## config.mk

```make
export PLATFORM = sky130hd
export DESIGN_NAME = mig_msub
export DESIGN_NICKNAME = d
export VERILOG_FILES = /design/src/rtl/mig_pkg.sv /design/src/rtl/mig_msub.sv
export SDC_FILE = /design/constraint.sdc
export NUM_CORES = 2
export LEC_CHECK = 0
export ABC_AREA = 1
export BUFFER_PORTS_ARGS = -buffer_cell sky130_fd_sc_hd__buf_4
export CAP_MARGIN = 10
export CORE_UTILIZATION = 40
export DETAILED_ROUTE_END_ITERATION = 8
export RECOVER_POWER = 100
export SLEW_MARGIN = 10
export SYNTH_ARGS = -nofsm -noshare
export SYNTH_HDL_FRONTEND = slang
export SYNTH_SLANG_ARGS = --single-unit
```

## constraint.sdc

```tcl
create_clock -name clk -period 9.8 [get_ports clk]
set_input_delay 0.49 -clock clk [delete_from_list [all_inputs] [get_ports clk]]
set_output_delay 0.49 -clock clk [all_outputs]
set_load 0.1 [all_outputs]
```

## src/rtl/mig_pkg.sv

```systemverilog
package mig_pkg;

  // q16.16 word
  localparam int DATA_W = 32;
  localparam int FRAC_W = 16;
  localparam int CFG_W  = 4;

  typedef logic signed [DATA_W-1:0] q_t;

  localparam q_t Q_ONE = 32'sh0001_0000;
  localparam q_t Q_MAX = 32'sh7FFF_FFFF;
  localparam q_t Q_MIN = 32'sh8000_0000;

  // quotient bits produced by the divider: dividend is scaled by 2^16
  localparam int DIV_STEPS = DATA_W + FRAC_W;

  // divider request and response
  typedef struct packed {
    logic start;
    q_t   num;
    q_t   den;
  } div_req_t;

  typedef struct packed {
    logic done;
    q_t   quot;
  } div_rsp_t;

  // operands of the multiply-subtract unit
  typedef struct packed {
    q_t tgt;
    q_t src;
    q_t amt;
  } msub_op_t;

endpackage

```

## src/rtl/mig_msub.sv

```systemverilog
module mig_msub
  import mig_pkg::*;
(
  input  logic     clk,
  input  msub_op_t op,
  output q_t       diff
);

  logic signed [2*DATA_W-1:0] prod_r;
  logic signed [2*DATA_W-1:0] adj;
  logic signed [2*DATA_W-1:0] shr;
  q_t                         mq_r, mq_nxt;
  logic signed [DATA_W:0]     dif;

  // stage one: full product
  always_ff @(posedge clk) begin
    prod_r <= op.src * op.amt;
  end

  // stage two: scale by 2^-16 toward zero, saturate
  assign adj = prod_r + (prod_r[2*DATA_W-1] ? (2*DATA_W)'((1 << FRAC_W) - 1) : '0);
  assign shr = adj >>> FRAC_W;

  always_comb begin
    if (shr > (2*DATA_W)'(Q_MAX)) begin
      mq_nxt = Q_MAX;
    end else if (shr < $signed({{DATA_W{1'b1}}, Q_MIN})) begin
      mq_nxt = Q_MIN;
    end else begin
      mq_nxt = q_t'(shr[DATA_W-1:0]);
    end
  end

  always_ff @(posedge clk) begin
    mq_r <= mq_nxt;
  end

  // saturating subtract
  assign dif = {op.tgt[DATA_W-1], op.tgt} - {mq_r[DATA_W-1], mq_r};

  always_comb begin
    if (dif[DATA_W] != dif[DATA_W-1]) begin
      diff = dif[DATA_W] ? Q_MIN : Q_MAX;
    end else begin
      diff = q_t'(dif[DATA_W-1:0]);
    end
  end

endmodule

```

### After elaboration in Yosys (flattened, before gate mapping)

Cells that the tools add are included.

* output and inout port bits: 32
* bits in registers: 96
* word-level logic and storage cells: 12
* bits of input ports: 97

* add/subtract/negate cells: 2
* mux-type cells: 4
* order comparisons: 2
* equality and inequality tests: 1
* multipliers: 1

Operators with widths (number)
* $mux W32: 3
* $add A64 B16 Y64: 1
* $mul A32 B32 Y64: 1
* $gt A48 B32 Y1 const B: 1
* $lt A48 B32 Y1 const B: 1
* $sub A32 B32 Y33: 1
* $mux W16: 1
* $ne A1 B1 Y1: 1

### Depth between registers and ports, before layout

* word-level depth: 4
* depth in mapped cells: 32
* mapped depth without buffers: 31

### Worst setup path after synthesis

No wires, ideal clock.

* path type: input to register
* start point: in op[63] in the netlist's numbering
* end point: reg prod_r[53]
* buffers on the path: 1
* required time: 9.673 ns
* setup time: 0.127 ns
* setup slack: 2.487 ns
* arrival: 7.186 ns
* stages: 25
* cell sequence: clkbuf_1 > nand2_1 > inv_1 > fa_1 > inv_1 > fa_1 > inv_1 > fa_1 > fa_1 > inv_1 > fa_1 > inv_1 > fa_1 > inv_1 > fa_1 > inv_1 > fa_1 > ha_1 > a21oi_1 > inv_1 > a31oi_1 > o21ai_0 > a221oi_1 > o21ai_0 > xor2_1

* cells in the longest elaborated chain, start to end: 1

RTL lines
* start: declaration: line mig_msub.sv:5 `input msub_op_t op,`
* $mul A32 B32 Y64: line mig_msub.sv:17 `prod_r <= op.src * op.amt;`
* end signal: assignment: line mig_msub.sv:17
* end: declaration: line mig_msub.sv:9 `logic signed [2*DATA_W-1:0] prod_r;`

Every way passes these cells.
A chain may end at the register's enable or synchronous reset.

### Worst setup path in the final report

* start point: in op[32] in the netlist's numbering
* end point: reg prod_r[37]

The elaborated chain is that of the path after synthesis.

==> results.txt <==
* Type of origin of the critical path: primary input
- Including well taps, the total number of placed cells is slightly above 7,000.
- Highest clock frequency the design can meet: approximately 0.12 GHz
* Detailed placement HPWL: roughly 100 mm
* Post-synthesis async set-or-reset flop share: 0
* Synth warnings: 0
* Clock slew seen by the registers of the worst setup and hold paths: 0.07 ns
- Antenna violations before repair: 2
* Layout cells sized above 1: 0.02735
- Register bit count reported by yosys: 96
- In this run the horizontal extent of the chip is 335.8 um.
* Remaining DRCs: 0
- After clock tree synthesis, the flow added hold-fix buffers numbering 0.
- For the pin with the worst max-slew slack, the measured transition is 2.172 ns.
* Flip-flop cell with the highest count after synthesis: sky130_fd_sc_hd__dfxtp_1
- Antenna-violating nets left: 0
- Fillcell total: roughly 11,000
- Required time reported for the critical path endpoint: 10.07 ns
* Post-synthesis sequential area ratio: 0.04313
- In this run, synthesis inferred 0 flip-flops with an integrated enable.
- Core Area: 0.1105 mm^2
- Vertical die dimension: 335.8 um
* Total of endpoints with negative setup slack in the final report: 0
- The clock tree synthesis step divided the H-tree into 3 levels.
- The startpoint identified for the worst hold timing path is op[0].
* Net count of the mapped netlist: 7,209
- Ranked by total cell area, the synthesized netlist is headed by sky130_fd_sc_hd__fa_1 49%, sky130_fd_sc_hd__inv_1 15%, sky130_fd_sc_hd__nand2_1 13%, sky130_fd_sc_hd__ha_1 6.5%, sky130_fd_sc_hd__dfxtp_1 4.3%.
- Via count: 34,780
- Class of the tightest hold or removal check: in2reg
- STA classifies the critical path endpoint as a flop.
* Area share of the largest cell type after synthesis: 0.4866
* Postcts setup bufs: 0
- The initialized floorplan defines 122 standard-cell rows.
- In the synthesized netlist, the number of instances is 5,798.
- Count of routing violations after the opening detailed-route iteration: 1,987
* Setup TNS Final: 0 ns
- Clock skew on the completed layout was measured at 0.01471 ns.
- Counting distinct cell types in the post-synthesis netlist gives 45.
* Number of global-route vias before repair: around 38,000
- For this design, the sink count on the clock tree is 96.
* Shortest period the worst path allows: 8.174 ns
- Result of the run: complete, but fails checks
- Average size of a mapped cell: 7.685 um^2
- After global routing the overflow that remains totals 0.
* Setup slack of the most critical reg-to-reg path: 5.74 ns
- Largest net degree at the start of global routing: 33
- The floorplan step defined a die boundary enclosing 0.1127 mm^2.
- The final reports fail on capacitance limit, slew limit.
- Via/cell ratio: 4.811
- The startpoint identified for the worst register-to-register timing path is prod_r[63]$_DFF_P_.
* Biggest area consumer among synthesized cells: sky130_fd_sc_hd__fa_1
* Number of detailed-route iterations in the first pass: 6
- TritonCTS clock tree: built
- Initial cell density of the core: 0.4032
- In the post-synthesis netlist, the cell with the most instances is sky130_fd_sc_hd__inv_1.
- In this run the tightest slew margin relative to its limit is -0.4477.
- The clock passes through at most 2 buffers.
* Critical path start-end classification: in2reg
- Antenna Diode Count: 0
- In this run the worst path has a maximum fanout of 32.
- Launching element of the worst setup path: op[32]
* Clock Latency Late Sink: 0.37 ns
- Root Buffer Master: sky130_fd_sc_hd__clkbuf_16
* Slew Limit Fails: 33
- Global-route wire length before repair: 207.2 mm
- Count of nets after finishing: 7,147
- Most numerous cell types in the synthesized netlist: 1,751 x sky130_fd_sc_hd__inv_1, 1,573 x sky130_fd_sc_hd__nand2_1, 1,083 x sky130_fd_sc_hd__fa_1, 257 x sky130_fd_sc_hd__nor2_1, 231 x sky130_fd_sc_hd__ha_1
* Total global routing track utilization: 0.2324
* Number of top-level design ports: approximately 130
- The synthesized netlist occupies a cell area of 0.04456 mm^2.
- Setup repair after global routing left no endpoint under its margin.
* Ratio of final minimum period to clock period: 0.8340
* IO buf count: 128
- DRT Wirelength: around 120 mm
* Signal arrival time at the worst endpoint: 8.44 ns
* TritonCTS Buffers: 9
- GP Congestion: 0.9278
- The area growth from synthesis to layout is 4.833%.
- Max-cap violations in this run came to 1.
- Average detailed-routed wire length per instance: 17.20 um
- Endpoints failing hold: 0
* Non-filler cells, final: 7,228
- CTS-repair resized insts: 0
[routing by layer]
metal	global-route usage	share of wire
met4	0.03556	0.014
met5	0	0.00013
met1	0.3137	0.44
met3	0.02537	0.054
met2	0.4080	0.49
[final timing paths]
kind / to / cells past startpoint
max: prod_r[37]$_DFF_P_ / 23
min: prod_r[0]$_DFF_P_ / 3
max reg2reg: mq_r[1]$_SDFF_PN1_ / 17
min reg2reg: mq_r[27]$_SDFF_PN1_ / 4
[through the flow]
stage	instance area, um^2	util	hold slack (ns)	setup WS, ns
after detailed placement	46580	0.4215	0.6965	1.464
after floorplan	44560	-	0.5561	2.487
after CTS	46860	0.4240	0.5931	1.835
final	46710	0.4227	0.6095	1.626
after global placement	46580	0.4215	0.6909	1.465
after global routing	46710	0.4227	0.6105	1.283
[placed cells by master, fill, tap and decap left out, types with 32 or more instances in the layout]
master,synthesis,routed
sky130_fd_sc_hd__nor3_1,32,32
sky130_fd_sc_hd__nand2_1,1573,1576
sky130_fd_sc_hd__fa_1,1083,1083
sky130_fd_sc_hd__xor2_1,68,68
sky130_fd_sc_hd__xnor2_1,40,40
sky130_fd_sc_hd__o21ai_0,57,61
sky130_fd_sc_hd__dfxtp_1,96,96
sky130_fd_sc_hd__nand3_1,93,93
sky130_fd_sc_hd__clkbuf_1,192,33
sky130_fd_sc_hd__ha_1,231,231
sky130_fd_sc_hd__a21oi_1,116,117
sky130_fd_sc_hd__buf_4,3,99
sky130_fd_sc_hd__inv_1,1751,1751
sky130_fd_sc_hd__nor2_1,257,258
[flip-flops by register name (all words and copies together) (netlist names)]
| name | flops |
|---|---|
| mq_r | 32 |
| prod_r | 64 |
[critical path, stage by stage]
cell,delay [ns]
sky130_fd_sc_hd__clkbuf_1,1.51
sky130_fd_sc_hd__nand2_1,0.18
sky130_fd_sc_hd__fa_1,0.49
sky130_fd_sc_hd__fa_1,0.39
sky130_fd_sc_hd__inv_1,0.07
sky130_fd_sc_hd__fa_1,0.42
sky130_fd_sc_hd__fa_1,0.40
sky130_fd_sc_hd__fa_1,0.49
sky130_fd_sc_hd__ha_1,0.30
sky130_fd_sc_hd__fa_1,0.48
sky130_fd_sc_hd__inv_1,0.05
sky130_fd_sc_hd__fa_1,0.53
sky130_fd_sc_hd__inv_1,0.06
sky130_fd_sc_hd__ha_1,0.34
sky130_fd_sc_hd__nand2_1,0.09
sky130_fd_sc_hd__nand2_1,0.07
sky130_fd_sc_hd__a31oi_1,0.26
sky130_fd_sc_hd__nand2_1,0.13
sky130_fd_sc_hd__o21bai_1,0.20
sky130_fd_sc_hd__a21oi_1,0.56
sky130_fd_sc_hd__o21ai_0,0.39
sky130_fd_sc_hd__a21oi_1,0.25
sky130_fd_sc_hd__xor2_1,0.23
[area by class of cell]
class	instances	area [um^2]	share of cell area
Timing Repair Buffer	131	863.3	0.01848
Clock inverter	3	25.02	0.0005357
Inverter	1765	6625	0.1418
Clock buffer	12	256.5	0.005491
Multi-Input combinational cell	3733	35160	0.7527
Tap cell	1488	1862	0.03986
Sequential cell	96	1922	0.04114
[logic make-up (layout without fill, tap and decap cells)]
logic type | Yosys count | count (layout) | share of synthesized area
AND/OR/NAND/NOR | 2035 | 2035 | 0.1806
buffers and inverters | 1969 | 1911 | 0.1672
adder cells (fa/ha/maj) | 1314 | 1314 | 0.5514
AO/OA/AOI/OAI | 276 | 276 | 0.03634
XOR/XNOR | 108 | 108 | 0.02123
flip-flops | 96 | 96 | 0.04313
Power is left out: the tool's default activity adds up to more than one toggle a clock period on the data nets, which glitch-free logic cannot reach.
