[src/rtl/mig_pkg.sv]
package mig_pkg;

  // q16.16 word
  localparam int DATA_W = 32;
  localparam int FRAC_W = 16;
  localparam int CFG_W  = 4;

  typedef logic signed [DATA_W-1:0] q_t;

  localparam q_t Q_ONE = 32'sh0001_0000;
  localparam q_t Q_MAX = 32'sh7FFF_FFFF;
  localparam q_t Q_MIN = 32'sh8000_0000;

  // quotient bits produced by the divider: dividend is scaled by 2^16
  localparam int DIV_STEPS = DATA_W + FRAC_W;

  // divider request and response
  typedef struct packed {
    logic start;
    q_t   num;
    q_t   den;
  } div_req_t;

  typedef struct packed {
    logic done;
    q_t   quot;
  } div_rsp_t;

  // operands of the multiply-subtract unit
  typedef struct packed {
    q_t tgt;
    q_t src;
    q_t amt;
  } msub_op_t;

endpackage

[src/rtl/mig_div.sv]
module mig_div
  import mig_pkg::*;
(
  input  logic     clk,
  input  logic     rst_n,
  input  div_req_t req,
  output div_rsp_t rsp
);

  localparam int CW = $clog2(DIV_STEPS);

  logic                 busy_r, busy_nxt;
  logic                 done_r, done_nxt;
  logic [CW-1:0]        cnt_r, cnt_nxt;
  logic [DIV_STEPS-1:0] dvd_r, dvd_nxt;
  logic [DIV_STEPS-1:0] q_r, q_nxt;
  logic [DATA_W-1:0]    rem_r, rem_nxt;
  logic [DATA_W-1:0]    den_r, den_nxt;
  logic                 neg_r, neg_nxt;
  q_t                   quot_r, quot_nxt;

  logic [DATA_W:0]      rem_sh;
  logic [DATA_W:0]      rem_dif;
  logic                 ge;
  logic [DATA_W-1:0]    num_mag;
  logic [DATA_W-1:0]    den_mag;
  logic [DIV_STEPS-1:0] q_step;

  // magnitudes of the operands
  assign num_mag = req.num[DATA_W-1] ? DATA_W'(-req.num) : DATA_W'(req.num);
  assign den_mag = req.den[DATA_W-1] ? DATA_W'(-req.den) : DATA_W'(req.den);

  // one restoring step
  assign rem_sh  = {rem_r, dvd_r[DIV_STEPS-1]};
  assign ge      = rem_sh >= {1'b0, den_r};
  assign rem_dif = rem_sh - {1'b0, den_r};
  assign q_step  = {q_r[DIV_STEPS-2:0], ge};

  always_comb begin
    busy_nxt = busy_r;
    done_nxt = 1'b0;
    cnt_nxt  = cnt_r;
    dvd_nxt  = dvd_r;
    q_nxt    = q_r;
    rem_nxt  = rem_r;
    den_nxt  = den_r;
    neg_nxt  = neg_r;
    quot_nxt = quot_r;
    if (req.start) begin
      busy_nxt = 1'b1;
      cnt_nxt  = '0;
      dvd_nxt  = {num_mag, {FRAC_W{1'b0}}};
      q_nxt    = '0;
      rem_nxt  = '0;
      den_nxt  = den_mag;
      neg_nxt  = req.num[DATA_W-1] ^ req.den[DATA_W-1];
    end else if (busy_r) begin
      dvd_nxt = {dvd_r[DIV_STEPS-2:0], 1'b0};
      q_nxt   = q_step;
      rem_nxt = ge ? rem_dif[DATA_W-1:0] : rem_sh[DATA_W-1:0];
      cnt_nxt = cnt_r + 1'b1;
      if (cnt_r == CW'(DIV_STEPS - 1)) begin
        busy_nxt = 1'b0;
        done_nxt = 1'b1;
        // saturate at the q16.16 limits
        if (!neg_r) begin
          quot_nxt = (q_step > DIV_STEPS'(Q_MAX)) ? Q_MAX : q_t'(q_step[DATA_W-1:0]);
        end else begin
          quot_nxt = (q_step > {{(DIV_STEPS-DATA_W){1'b0}}, Q_MIN}) ? Q_MIN
                   : q_t'(-q_step[DATA_W-1:0]);
        end
      end
    end
  end

  always_ff @(posedge clk) begin
    if (!rst_n) begin
      busy_r <= 1'b0;
      done_r <= 1'b0;
      cnt_r  <= '0;
    end else begin
      busy_r <= busy_nxt;
      done_r <= done_nxt;
      cnt_r  <= cnt_nxt;
    end
  end

  always_ff @(posedge clk) begin
    dvd_r  <= dvd_nxt;
    q_r    <= q_nxt;
    rem_r  <= rem_nxt;
    den_r  <= den_nxt;
    neg_r  <= neg_nxt;
    quot_r <= quot_nxt;
  end

  assign rsp.done = done_r;
  assign rsp.quot = quot_r;

endmodule

[config.mk]
export PLATFORM = sky130hd
export DESIGN_NAME = mig_div
export DESIGN_NICKNAME = d
export VERILOG_FILES = /design/src/rtl/mig_pkg.sv /design/src/rtl/mig_div.sv
export SDC_FILE = /design/constraint.sdc
export NUM_CORES = 1
export LEC_CHECK = 0
export BUFFER_PORTS_ARGS = -buffer_cell sky130_fd_sc_hd__clkbuf_2
export CORE_MARGIN = 2
export CORE_UTILIZATION = 45
export CTS_BUF_LIST = sky130_fd_sc_hd__clkbuf_4 sky130_fd_sc_hd__clkbuf_8 sky130_fd_sc_hd__clkbuf_16
export DETAILED_ROUTE_END_ITERATION = 16
export PLACE_DENSITY = 0.66
export SYNTH_ARGS = -nofsm -noshare
export SYNTH_HDL_FRONTEND = slang
export SYNTH_SLANG_ARGS = --single-unit
[constraint.sdc]
create_clock -name clk -period 13.25 [get_ports clk]
set_input_delay 0.6625 -clock clk [delete_from_list [all_inputs] [get_ports clk]]
set_output_delay 0.6625 -clock clk [all_outputs]
set_load 0.05 [all_outputs]
After elaboration in Yosys (flattened, before gate mapping)
Cells that the tools add are included.
Storage, ports and cells
  output and inout port bits: 33
  input port bits: 67
  register bits: 184
Operators by class
  reduce and logical (&&, ||, !) cells: 4
  add/sub/neg operators: 5
  bitwise logic cells: 4
  muxes and demuxes: 12
  magnitude comparators: 3
  equality and inequality tests: 1
Operators with widths (number)
  $mux W32: 5
  $mux W48: 2
  $neg A32 Y32: 3
  $gt A48 B31 Y1 const B: 1
  $gt A48 B32 Y1 const B: 1
  $ge A33 B32 Y1: 1
  $sub A32 B32 Y32: 1
  $mux W31: 1
  $add A6 B1 Y6 const B: 1
  $eq A6 B6 Y1 const B: 1
  $mux W1: 4
  $not A1 Y1: 3
  $reduce_and A3 Y1: 1
  $reduce_or A3 Y1: 1
  $reduce_bool A2 Y1: 1
  $reduce_or A2 Y1: 1
  $xor A1 B1 Y1: 1

Longest topological paths before layout
Gate-level depths: netlist (run 1).
  depth after elaboration: 4
  mapped depth: 21
  gate-level depth less buffers: 15

Worst setup path before layout (run 1)
No wires, ideal clock.
  path type: flip-flop to flip-flop
  start: reg den_r[30]
  end: reg quot_r[19] (data pin)
  required time: 13070 ps
  setup time: 180 ps
  path buffers: 5
  stages on the path, launching flop included: 21
  path slack: 9062 ps
  arrival time: 4008 ps
  cells stage by stage: edfxtp_1 > inv_1 > ha_1 > clkbuf_1 > a21o_1 > or3_1 > a311o_1 > o32ai_1 > o21a_1 > buf_2 > buf_1 > ha_1 > nand2b_1 > clkbuf_1 > nor4_1 > nand2b_1 > o21a_1 > buf_1 > o41ai_1 > nand2_1 > o311ai_1
Between the ends
  longest elaborated chain between the ends: 4
Ends and longest elaborated chain
  start: declaration: RTL line mig_div.sv:18  | logic [DATA_W-1:0] den_r, den_nxt;
  start signal: assignment: RTL line mig_div.sv:92  | den_r <= den_nxt;
  $ge A33 B32 Y1 *: RTL line mig_div.sv:35  | assign ge = rem_sh >= {1'b0, den_r};
  $gt A48 B31 Y1, or another cell as far along: RTL line mig_div.sv:67  | quot_nxt = (q_step > DIV_STEPS'(Q_MAX)) ? Q_MAX : q_t'(q_step[DATA_W-1:0]);
  $mux W32 (on tied branches): RTL line mig_div.sv:67, mig_div.sv:69
  $mux W32 *: RTL line mig_div.sv:66  | if (!neg_r) begin
  end signal: assignment: RTL line mig_div.sv:94  | quot_r <= quot_nxt;
  end: declaration: RTL line mig_div.sv:20  | q_t quot_r, quot_nxt;
Every way passes the cells marked *; elsewhere a longest branch is shown, timed or not.
A chain may end at the register's enable or synchronous reset.

Worst setup path in the final report (run 1)
  start: reg den_r[1]
  end: reg quot_r[10] (data pin)
The elaborated chain is that of the path after synthesis.

==> summary.md, run 1 <==
| Metric | Value |
|---|---|
| Outcome | `finished, final reports clean` |
| Total Wirelength | `~24000 µm` |
| Clk_lat worst skew | `between 400 and 500 ps` |
| Final ANT Viol Nets | `0` |
| Worst vdd ir | `between 60 and 70 µV` |
| GRT Total Usage | `about a fifth` |
| Area grow syn2layout | `11.3%` |
| Biggest area consumer among synthesized cells | `edfxtp_1` |
| Worst min path class | `in -> reg` |
| Die height | `between 150 and 200 µm` |
| Clock slew at reported path FFs | `roughly 70 ps` |
| Period utilization | `between 30 and 40%` |
| PortBufs | `between 90 and 100` |
| Global-route wire length before repair | `slightly above 40000 µm` |
| Setup crit end | `quot_r[10]` |
| Fillcell total | `approximately 2.3k` |
| Initial antenna violation count | `0` |
| Synth Area per Inst | `between 8 and 9 µm²` |
| Root Driver | `clkbuf_16` |
| Nets | `1392` |
| FF-to-FF End | `quot_r[10]` |
| Slew headroom | `about 34%` |
| Num rows | `57` |
| Ys async rst share | `0%` |
| CP Launch Point | `den_r[1]` |
| Worst clock skew | `between 10 and 15 ps` |
| Share of layout cells above drive strength 1 | `between 10% and 20%` |
| R2R Setup Slk | `8930 ps` |
| Post-synthesis sequential area ratio | `between 40% and 50%` |
| Initial core utilization | `around 46%` |
| Share of Yosys cell area claimed by the top area cell type | `26.2%` |
| Top cells by area, synth | `edfxtp_1 26%, dfxtp_1 16%, nor2_1 5.9%, mux2i_1 4.9%, ha_1 4.0%` |
| Synth Register Bits | `184` |
| Via density | `between 5 and 6` |
| Gr ovfl total | `0` |
| Final Hold Viols | `0` |
| Starting DRT DRC Count | `about 670` |
| CP Max Fanout | `23` |
| Reg2Reg Depth | `15` |
| Worst-case clock buffer depth | `2` |
| Place WS | `about 9000 ps` |
| Diode count | `0` |
| CTS tree | `done` |
| Num ports | `100` |
| WS Path Type | `reg -> reg` |
| Yosys cell types | `74` |
| Final WS setup | `8930 ps` |
| Total negative slack | `0 ps` |
| Drt pass-1 iters | `6` |
| Die Area | `about 26000 µm²` |
| Pwr Density | `around 120 nW/µm²` |
| Mapped Cells | `around 1.2k` |
| EDFF count, synth | `97` |
| # hold bufs at CTS | `0` |
| Vias | `a little over 9k` |
| DRC Markers | `0` |
| RSZ-0062 raised after global routing | `false` |
| Crit path DAT | `~4600 ps` |
| Startpoint types | `register` |
| Top_reg_cell synth | `edfxtp_1` |
| Worst r2r src | `den_r[1]` |
| Static leakage | `4.89 nW` |
| WHS | `452 ps` |
| HPWL after DPL | `between 15000 and 20000 µm` |
| FMAX | `roughly 230 MHz` |
| Clock sink count | `184` |
| Gpl congestion | `~0.91` |
| Core Area | `around 24000 µm²` |
| Slew Limit Fails | `0` |
| Clock period minus worst slack | `~4300 ps` |
| Post-DR wirelength/cell | `about 15 µm` |
| Max-cap viol count | `0` |
| Post-CTS Resized | `0` |
| Clock buffer count from CTS | `17` |
| Largest net degree at the start of global routing | `107` |
| Req. time, crit path | `between 10000 and 15000 ps` |
| Number of global-route vias before repair | `8478` |
| Setup bufs post-CTS | `0` |
| Worst Max-Slew Pin Slew | `approximately 1000 ps` |
| Synth Cell Area | `roughly 11000 µm²` |
| Die span in x | `161 µm` |
| Synth Net Count | `approximately 1.3k` |
| Crit end category | `register` |
| Endpoints failing setup | `0` |
| Yosys synthesis warning count | `0` |
| H-tree Lvls | `4` |
==> worst max-delay path, stage by stage, from the launching register on <==
cell and delay [ps]:
edfxtp_1 410, inv_1 70, ha_1 230, nor2b_1 150, o31a_1 270, o31ai_1 380, and3_1 350, o21a_1 230
ha_1 210, nand2b_1 200, nor4_1 320, nand2b_1 170, o21a_1 520, o41ai_1 450, nand2_1 90, o311ai_1 80
==> worst min path at each step <==
| stage | from | to | cells past startpoint |
|---|---|---|---|
| after CTS | req[0] | den_r[0] | 1 |
| after floorplan | cnt_r[5] | cnt_r[5] | 2 |
| after global routing | req[0] | den_r[0] | 1 |
| final | req[0] | den_r[0] | 1 |
| after global placement | cnt_r[5] | cnt_r[5] | 2 |
| after detailed placement | cnt_r[5] | cnt_r[5] | 2 |
==> final cells by class <==
class / count / area, µm² / share of cell area (%)
clock inverter: 14 / 151 / 1.22
clock buffer: 18 / 439 / 3.55
multi-input combinational: 923 / 5960 / 48.2
sequential: 184 / 4660 / 37.6
inverter: 56 / 210 / 1.70
tap: 324 / 405 / 3.27
timing repair buffer: 106 / 554 / 4.48
==> metrics by stage <==
step | total power, W | cell area, µm² | instances | utilization [%]
final | 0.00149 | 12400 | 1625 | 50.9
after global routing | 0.00157 | 12400 | 1625 | 50.9
after CTS | 0.00150 | 12400 | 1625 | 50.9
after detailed placement | 0.000987 | 11800 | 1593 | 48.5
after global placement | 0.000984 | 11800 | 1593 | 48.5
after floorplan | 0.000907 | 11100 | 1238 | -
==> synthesized netlist by cell type (16+ instances only) <==
cell        n
mux2i_1    55
o21ai_0    52
nand2_1   105
clkbuf_1   53
xnor2_1    42
nor3_1     25
nor2_1    176
ha_1       36
xor2_1     41
edfxtp_1   97
a311oi_1   18
or3_1      17
nand2b_1   16
buf_1      16
a21oi_1    77
dfxtp_1    87
inv_1      55
o31ai_1    22
==> layer usage <==
| metal | share of wire (%) | track usage (%) | up-vias | wire length (µm) |
|---|---|---|---|---|
| li1 | - | - | 4632 | - |
| met1 | 48 | 25.9 | 4286 | 11800 |
| met2 | 46 | 31.8 | 222 | 11400 |
| met3 | 4.1 | 3.26 | 25 | 990 |
| met4 | 1.2 | 4.71 | 0 | 300 |
| met5 | 0 | 0 | - | 0 |
==> cells in the final DEF, fill, tap and decap left out, types with 36 or more instances in the layout <==
cell / count
dfxtp_1: 86
nand2_1: 105
a21oi_1: 77
nor2_1: 175
edfxtp_1: 97
mux2i_1: 55
ha_1: 36
xor2_1: 41
inv_1: 55
xnor2_1: 42
o21ai_0: 52
clkbuf_2: 98
==> cells by family (layout without fill, tap and decap cells) <==
| group | Yosys count | count (layout) | synth area share [%] |
|---|---|---|---|
| flip-flops | 184 | 184 | 41.8 |
| buffers and inverters | 131 | 194 | 4.57 |
| AO/OA/AOI/OAI | 303 | 303 | 18.6 |
| adder cells (fa/ha/maj) | 37 | 37 | 4.23 |
| AND/OR/NAND/NOR | 445 | 445 | 19.3 |
| XOR/XNOR | 83 | 83 | 6.54 |
| multiplexers | 55 | 55 | 4.95 |
==> where the power goes <==
part	total (W)	internal (W)	switching (W)
Sequential	0.000658	0.000640	0.0000177
Combinational	0.000321	0.000124	0.000197
Clock	0.000509	0.000273	0.000236
Total	0.00149	0.00104	0.000451
==> state kept, by name (all words and copies together) (netlist names) <==
register,flops
busy_r,1
cnt_r,6
den_r,32
done_r,1
dvd_r,32
neg_r,1
q_r,47
quot_r,32
rem_r,32
Note: power is estimated with default switching activity, not from simulation.
==> run 2: changes to the inputs <==
==> constraint.sdc (replaced) <==
create_clock -name clk -period 4.2 [get_ports clk]
set_input_delay 0.21 -clock clk [delete_from_list [all_inputs] [get_ports clk]]
set_output_delay 0.21 -clock clk [all_outputs]
set_load 0.05 [all_outputs]
==> run 2 against run 1 <==
Compared with the run above:
- clock power grew to 3.2 times the previous value
- count of clock-buffer cells in the layout shrank 1
- cell area grew 0.76%
- critical endpoint is now quot_r[15]
- largest power group unchanged
==> summary.md, run 2 (same netlist as run 1, synthesis figures left out) <==
| Metric | Value |
|---|---|
| Clock period minus worst slack | `between 3000 and 4000 ps` |
| Crit path DAT | `around 4100 ps` |
| Clock sink count | `approximately 180` |
| Period utilization | `roughly nine tenths` |
| Slew Limit Fails | `0` |
| Root Driver | `clkbuf_16` |
| Diode count | `0` |
| RSZ-0062 raised after global routing | `false` |
| Total negative slack | `0 ps` |
| Endpoints failing setup | `0` |
| FMAX | `260 MHz` |
| Vias | `just over 9k` |
| Req. time, crit path | `4450 ps` |
| Starting DRT DRC Count | `700` |
| GRT Total Usage | `19.0%` |
| Max-cap viol count | `0` |
| Outcome | `finished, final reports clean` |
| Crit end category | `register` |
| Worst min path class | `in -> reg` |
| Cell count after placement | `1601` |
| Worst Max-Slew Pin Slew | `682 ps` |
| Crit path largest cell delay | `about 380 ps` |
| Die Area | `roughly 26000 µm²` |
| WHS | `58.1 ps` |
| Max reg flops | `47` |
| Worst clock skew | `9.50 ps` |
| Worst vdd ir | `228 µV` |
| Final ANT Viol Nets | `0` |
| Final Hold Viols | `0` |
| Worst Path Buf+Inv | `2` |
| Non-Filler Instances | `1634` |
| Total Wirelength | `roughly 24000 µm` |
| Die span in x | `between 150 and 200 µm` |
| Die height | `roughly 160 µm` |
| Share of layout cells above drive strength 1 | `around an eighth` |
| Drt pass-1 iters | `5` |
| Global-route wire length before repair | `41000 µm` |
| WS Path Type | `reg -> reg` |
| Crit path cell chain | `inv_1 > ha_1 > a211oi_1 > o21ai_1 > o211a_1 > o2111ai_1 > o21a_1 > ha_1 > nand2b_1 > nor4_1 > nor2b_2 > a31oi_1 > buf_4 > nand4b_1 > o311ai_1` |
| Commonest non-fill, non-tap cell in the layout | `nor2_1` |
| Via density | `about 5.5` |
| Num ports | `100` |
| Slew headroom | `a little over half` |
| Clock buffer count from CTS | `17` |
| DRC Markers | `0` |
| HPWL after DPL | `between 15000 and 20000 µm` |
| Overall Power | `between 0.004 and 0.005 W` |
| PortBufs | `99` |
| Most frequent cells in the layout | `175 x nor2_1, 105 x nand2_1, 98 x clkbuf_2` |
| Largest register by flop count | `q_r` |
| Gpl congestion | `0.872` |
| Most common cell on crit path | `ha_1` |
| Initial core utilization | `between 40% and 50%` |
| Clock slew at reported path FFs | `around 80 ps` |
| Area grow syn2layout | `12.2%` |
| Slowest CP cell | `ha_1` |
| Nets | `roughly 1.4k` |
| CP Max Fanout | `10` |
| Worst-case clock buffer depth | `2` |
| Largest net degree at the start of global routing | `70` |
| CTS tree | `done` |
| Static leakage | `4.93 nW` |
| Clk_lat worst skew | `approximately 440 ps` |
| Pwr Density | `approximately 380 nW/µm²` |
| Initial antenna violation count | `0` |
| H-tree Lvls | `4` |
| Num rows | `57` |
| Number of global-route vias before repair | `~8.4k` |
| Final core occ | `about half` |
| Startpoint types | `register` |
| Post-DR wirelength/cell | `between 10 and 15 µm` |
| Delay-heaviest family, CP | `compound AO/OA/AOI/OAI gates` |
| Gr ovfl total | `0` |
| Core Area | `24300 µm²` |
==> run 2: cell types whose count changed in the layout (fill, tap and decap cells not counted), sizes merged <==
cell / delta
buf: +8
clkbuf: -1
clkinvlp: +1
dlygate4sd3: +1
==> run 2: layout make-up <==
cell class,count,area (µm²)
clock buffer,17,425
tap,324,405
multi-input combinational,923,5970
sequential,184,4660
fill,2265,11800
inverter,56,210
timing repair buffer,115,624
clock inverter,15,179
==> run 2: through the flow <==
stage,area (µm²),setup slack [ps]
floorplan,11100,12.1
global placement,11900,421
detailed placement,11900,291
CTS,12500,198
global route,12500,29.0
finish,12500,360
==> run 2: report_power, final <==
part | switching [W] | total, W | internal, W
logic | 0.000619 | 0.00102 | 0.000404
registers | 0.0000558 | 0.00207 | 0.00202
clock network | 0.000771 | 0.00162 | 0.000854
==> run 2: what timing repair did <==
item,4_1_cts,5_1_grt
hold buffers,1,0
resized for setup,0,3
hold endpoints to repair,1,0
endpoints found under the setup margin,0,13
setup buffers,0,0
==> run 2: per-layer routing <==
metal	up-vias	global-route usage [%]	routed length, µm	share of wire (%)
met4	0	5.24	312	1.3
li1	4650	-	-	-
met1	4196	26.5	11800	49
met3	21	3.00	939	3.9
met5	-	0	0	0
met2	200	30.7	11100	46
==> run 2: path summary, 6_finish.rpt <==
path,start,cells past startpoint,endpoint,slack (ps)
worst max register to register,den_r[14],15,quot_r[15],360
worst min register to register,rem_r[9],2,rem_r[10],490
worst min-delay path,rst_n,2,busy_r,60
worst max-delay path,den_r[14],15,quot_r[15],360
==> run 3: changes to the inputs <==
==> constraint.sdc (replaced) <==
create_clock -name clk -period 4.1 [get_ports clk]
set_input_delay 0.205 -clock clk [delete_from_list [all_inputs] [get_ports clk]]
set_output_delay 0.205 -clock clk [all_outputs]
set_load 0.05 [all_outputs]
==> run 3 against run 2 <==
Compared with the run above:
- core utilization rose by 0.22 points
- via count rose by 0.54%
- first-iteration DRC count fell by 21%
- worst hold slack improved by 8.9 ps
- non-clock buffer count rose by 2
- combinational power barely moved
- wire length rose by 0.96%
- sequential power rose by 3%
- highest routed layer unchanged
==> summary.md, run 3 (same netlist as run 1, synthesis figures left out) <==
| Metric | Value |
|---|---|
| Max-cap viol count | `0` |
| Endpoints failing setup | `0` |
| Number of global-route vias before repair | `between 8k and 9k` |
| Diode count | `0` |
| Vias | `between 9k and 10k` |
| Crit. path cell count | `14` |
| Setup bufs post-CTS | `0` |
| WS Path Type | `reg -> reg` |
| Crit path cell chain | `inv_1 > ha_1 > nand4_1 > nor4b_1 > and4b_1 > o32ai_1 > o21a_1 > ha_1 > nand2b_1 > nor4_1 > nor2b_2 > a31oi_1 > o21ai_0 > a211o_1` |
| Pwr Density | `approximately 400 nW/µm²` |
| Starting DRT DRC Count | `roughly 560` |
| CP Launch Point | `den_r[22]` |
| Setup crit end | `quot_r[26]` |
| Crit path DAT | `roughly 3900 ps` |
| Delay-heaviest family, CP | `compound AO/OA/AOI/OAI gates` |
| Most common cell on crit path | `ha_1` |
| Global-route wire length before repair | `41600 µm` |
| FF-to-FF End | `quot_r[26]` |
| Worst Max-Slew Pin Slew | `approximately 750 ps` |
| Final core occ | `between 50 and 60%` |
| Worst min path class | `in -> reg` |
| Req. time, crit path | `around 4300 ps` |
| Final WS setup | `roughly 340 ps` |
| Period utilization | `around nine tenths` |
| Die height | `161 µm` |
| Worst-case clock buffer depth | `2` |
| Die Area | `26000 µm²` |
| Share of layout cells above drive strength 1 | `about an eighth` |
| Final ANT Viol Nets | `0` |
| Clk_lat worst skew | `430 ps` |
| Place WS | `between 200 and 300 ps` |
| Startpoint types | `register` |
| Slew Limit Fails | `0` |
| Total Wirelength | `between 20000 and 25000 µm` |
| Initial core utilization | `a little under half` |
| FMAX | `between 200 and 300 MHz` |
| Nets | `~1.4k` |
| Initial antenna violation count | `0` |
| Placed cell areas | `approximately 12000 µm²` |
| Largest register by flop count | `q_r` |
| Num ports | `100` |
| R2R Setup Slk | `~340 ps` |
| Clock sink count | `roughly 180` |
| Largest net degree at the start of global routing | `95` |
| Worst vdd ir | `roughly 220 µV` |
| Total negative slack | `0 ps` |
| Max reg flops | `47` |
| Clock period minus worst slack | `approximately 3800 ps` |
| Most frequent cells in the layout | `175 x nor2_1, 105 x nand2_1, 98 x clkbuf_2` |
| H-tree Lvls | `4` |
| Via density | `5.57` |
| Reg2Reg Depth | `14` |
| Commonest non-fill, non-tap cell in the layout | `nor2_1` |
| Worst clock skew | `around 12 ps` |
| Area grow syn2layout | `12.6%` |
| Slew headroom | `roughly 50%` |
| Core Area | `24300 µm²` |
| Crit path largest cell delay | `roughly 510 ps` |
| Worst Path Buf+Inv | `1` |
| Root Driver | `clkbuf_16` |
| Fin area | `12500 µm²` |
| Clock buffer count from CTS | `17` |
| Outcome | `finished, final reports clean` |
| RSZ-0062 raised after global routing | `false` |
| Clock slew at reported path FFs | `about 70 ps` |
| Die span in x | `161 µm` |
| Slowest CP cell | `a31oi_1` |
| Drt pass-1 iters | `5` |
| Worst r2r src | `den_r[22]` |
| Static leakage | `~5 nW` |
| HPWL after DPL | `approximately 17000 µm` |
| Gpl congestion | `0.886` |
| Crit end category | `register` |
| Post-DR wirelength/cell | `14.9 µm` |
| PortBufs | `99` |
| Num rows | `57` |
| Gr ovfl total | `0` |
| CP Max Fanout | `10` |
| Final Hold Viols | `0` |
| CTS tree | `done` |
| DRC Markers | `0` |
| GRT Total Usage | `a little under a fifth` |
[run 3: cell types whose count changed in the layout (fill, tap and decap cells not counted)]
cell / delta
clkbuf_4: +1
inv_8: -1
clkinv_2: +1
clkbuf_16: +4
clkinvlp_4: -1
clkinv_8: -2
inv_6: -4
buf_4: +2
clkbuf_8: +3
bufinv_16: -1
[run 3: final cells by class]
type,count,area (µm²)
fill,2265,11800
inverter,56,210
timing repair buffer,117,639
tap,324,405
multi-input combinational,923,5970
sequential,184,4660
clock inverter,7,67.6
clock buffer,25,574
[run 3: per-stage QoR]
step / power [W] / cells / hold WS (ps)
floorplan: 0.00293 / 1238 / 304
global placement: 0.00319 / 1603 / 435
detailed placement: 0.00321 / 1603 / 448
CTS: 0.00493 / 1636 / 53.9
global route: 0.00515 / 1636 / 58.3
finish: 0.00490 / 1636 / 67.0
[run 3: how the worst min path moves through the flow]
| stage | start | to | slack [ps] | depth (start not counted) |
|---|---|---|---|---|
| 6_report | rst_n | done_r | 70 | 2 |
| 5_1_grt | rst_n | busy_r | 60 | 2 |
| 4_1_cts | rst_n | busy_r | 50 | 2 |
| 3_5_place_dp | req[0] | den_r[0] | 450 | 1 |
| 3_3_place_gp | req[0] | den_r[0] | 440 | 1 |
| 2_1_floorplan | req[0] | den_r[0] | 300 | 0 |
[run 3: worst register-to-register path, cell delays in order, from the launching register on]
cell and delay, ps:
edfxtp_1 320, inv_1 40, ha_1 430, nand4_1 310, nor4b_1 310, and4b_1 230, o32ai_1 100, o21a_1 160
ha_1 230, nand2b_1 90, nor4_1 60, nor2b_2 190, a31oi_1 510, o21ai_0 190, a211o_1 330
[run 3: power by group]
part           leakage (nW)  internal [W]  switching [W]
clock                 0.319      0.000994       0.000726
sequential             1.64       0.00207      0.0000618
combinational          3.01      0.000418       0.000633
total                  4.97       0.00348        0.00142
[run 3: routing by layer]
layer  vias up  routed length (µm)  GRT usage (%)
li1       4653                   -              -
met1      4261               12000           26.3
met2       170               11200           31.3
met3        32                 732           2.75
met4         0                 415           6.25
met5         -                   0              0
[run 3: repair_timing]
action,4_1_cts,5_1_grt
hold buffers,1,0
gates resized for setup,0,3
endpoints found under the setup margin,0,17
endpoints found under the hold margin,1,0
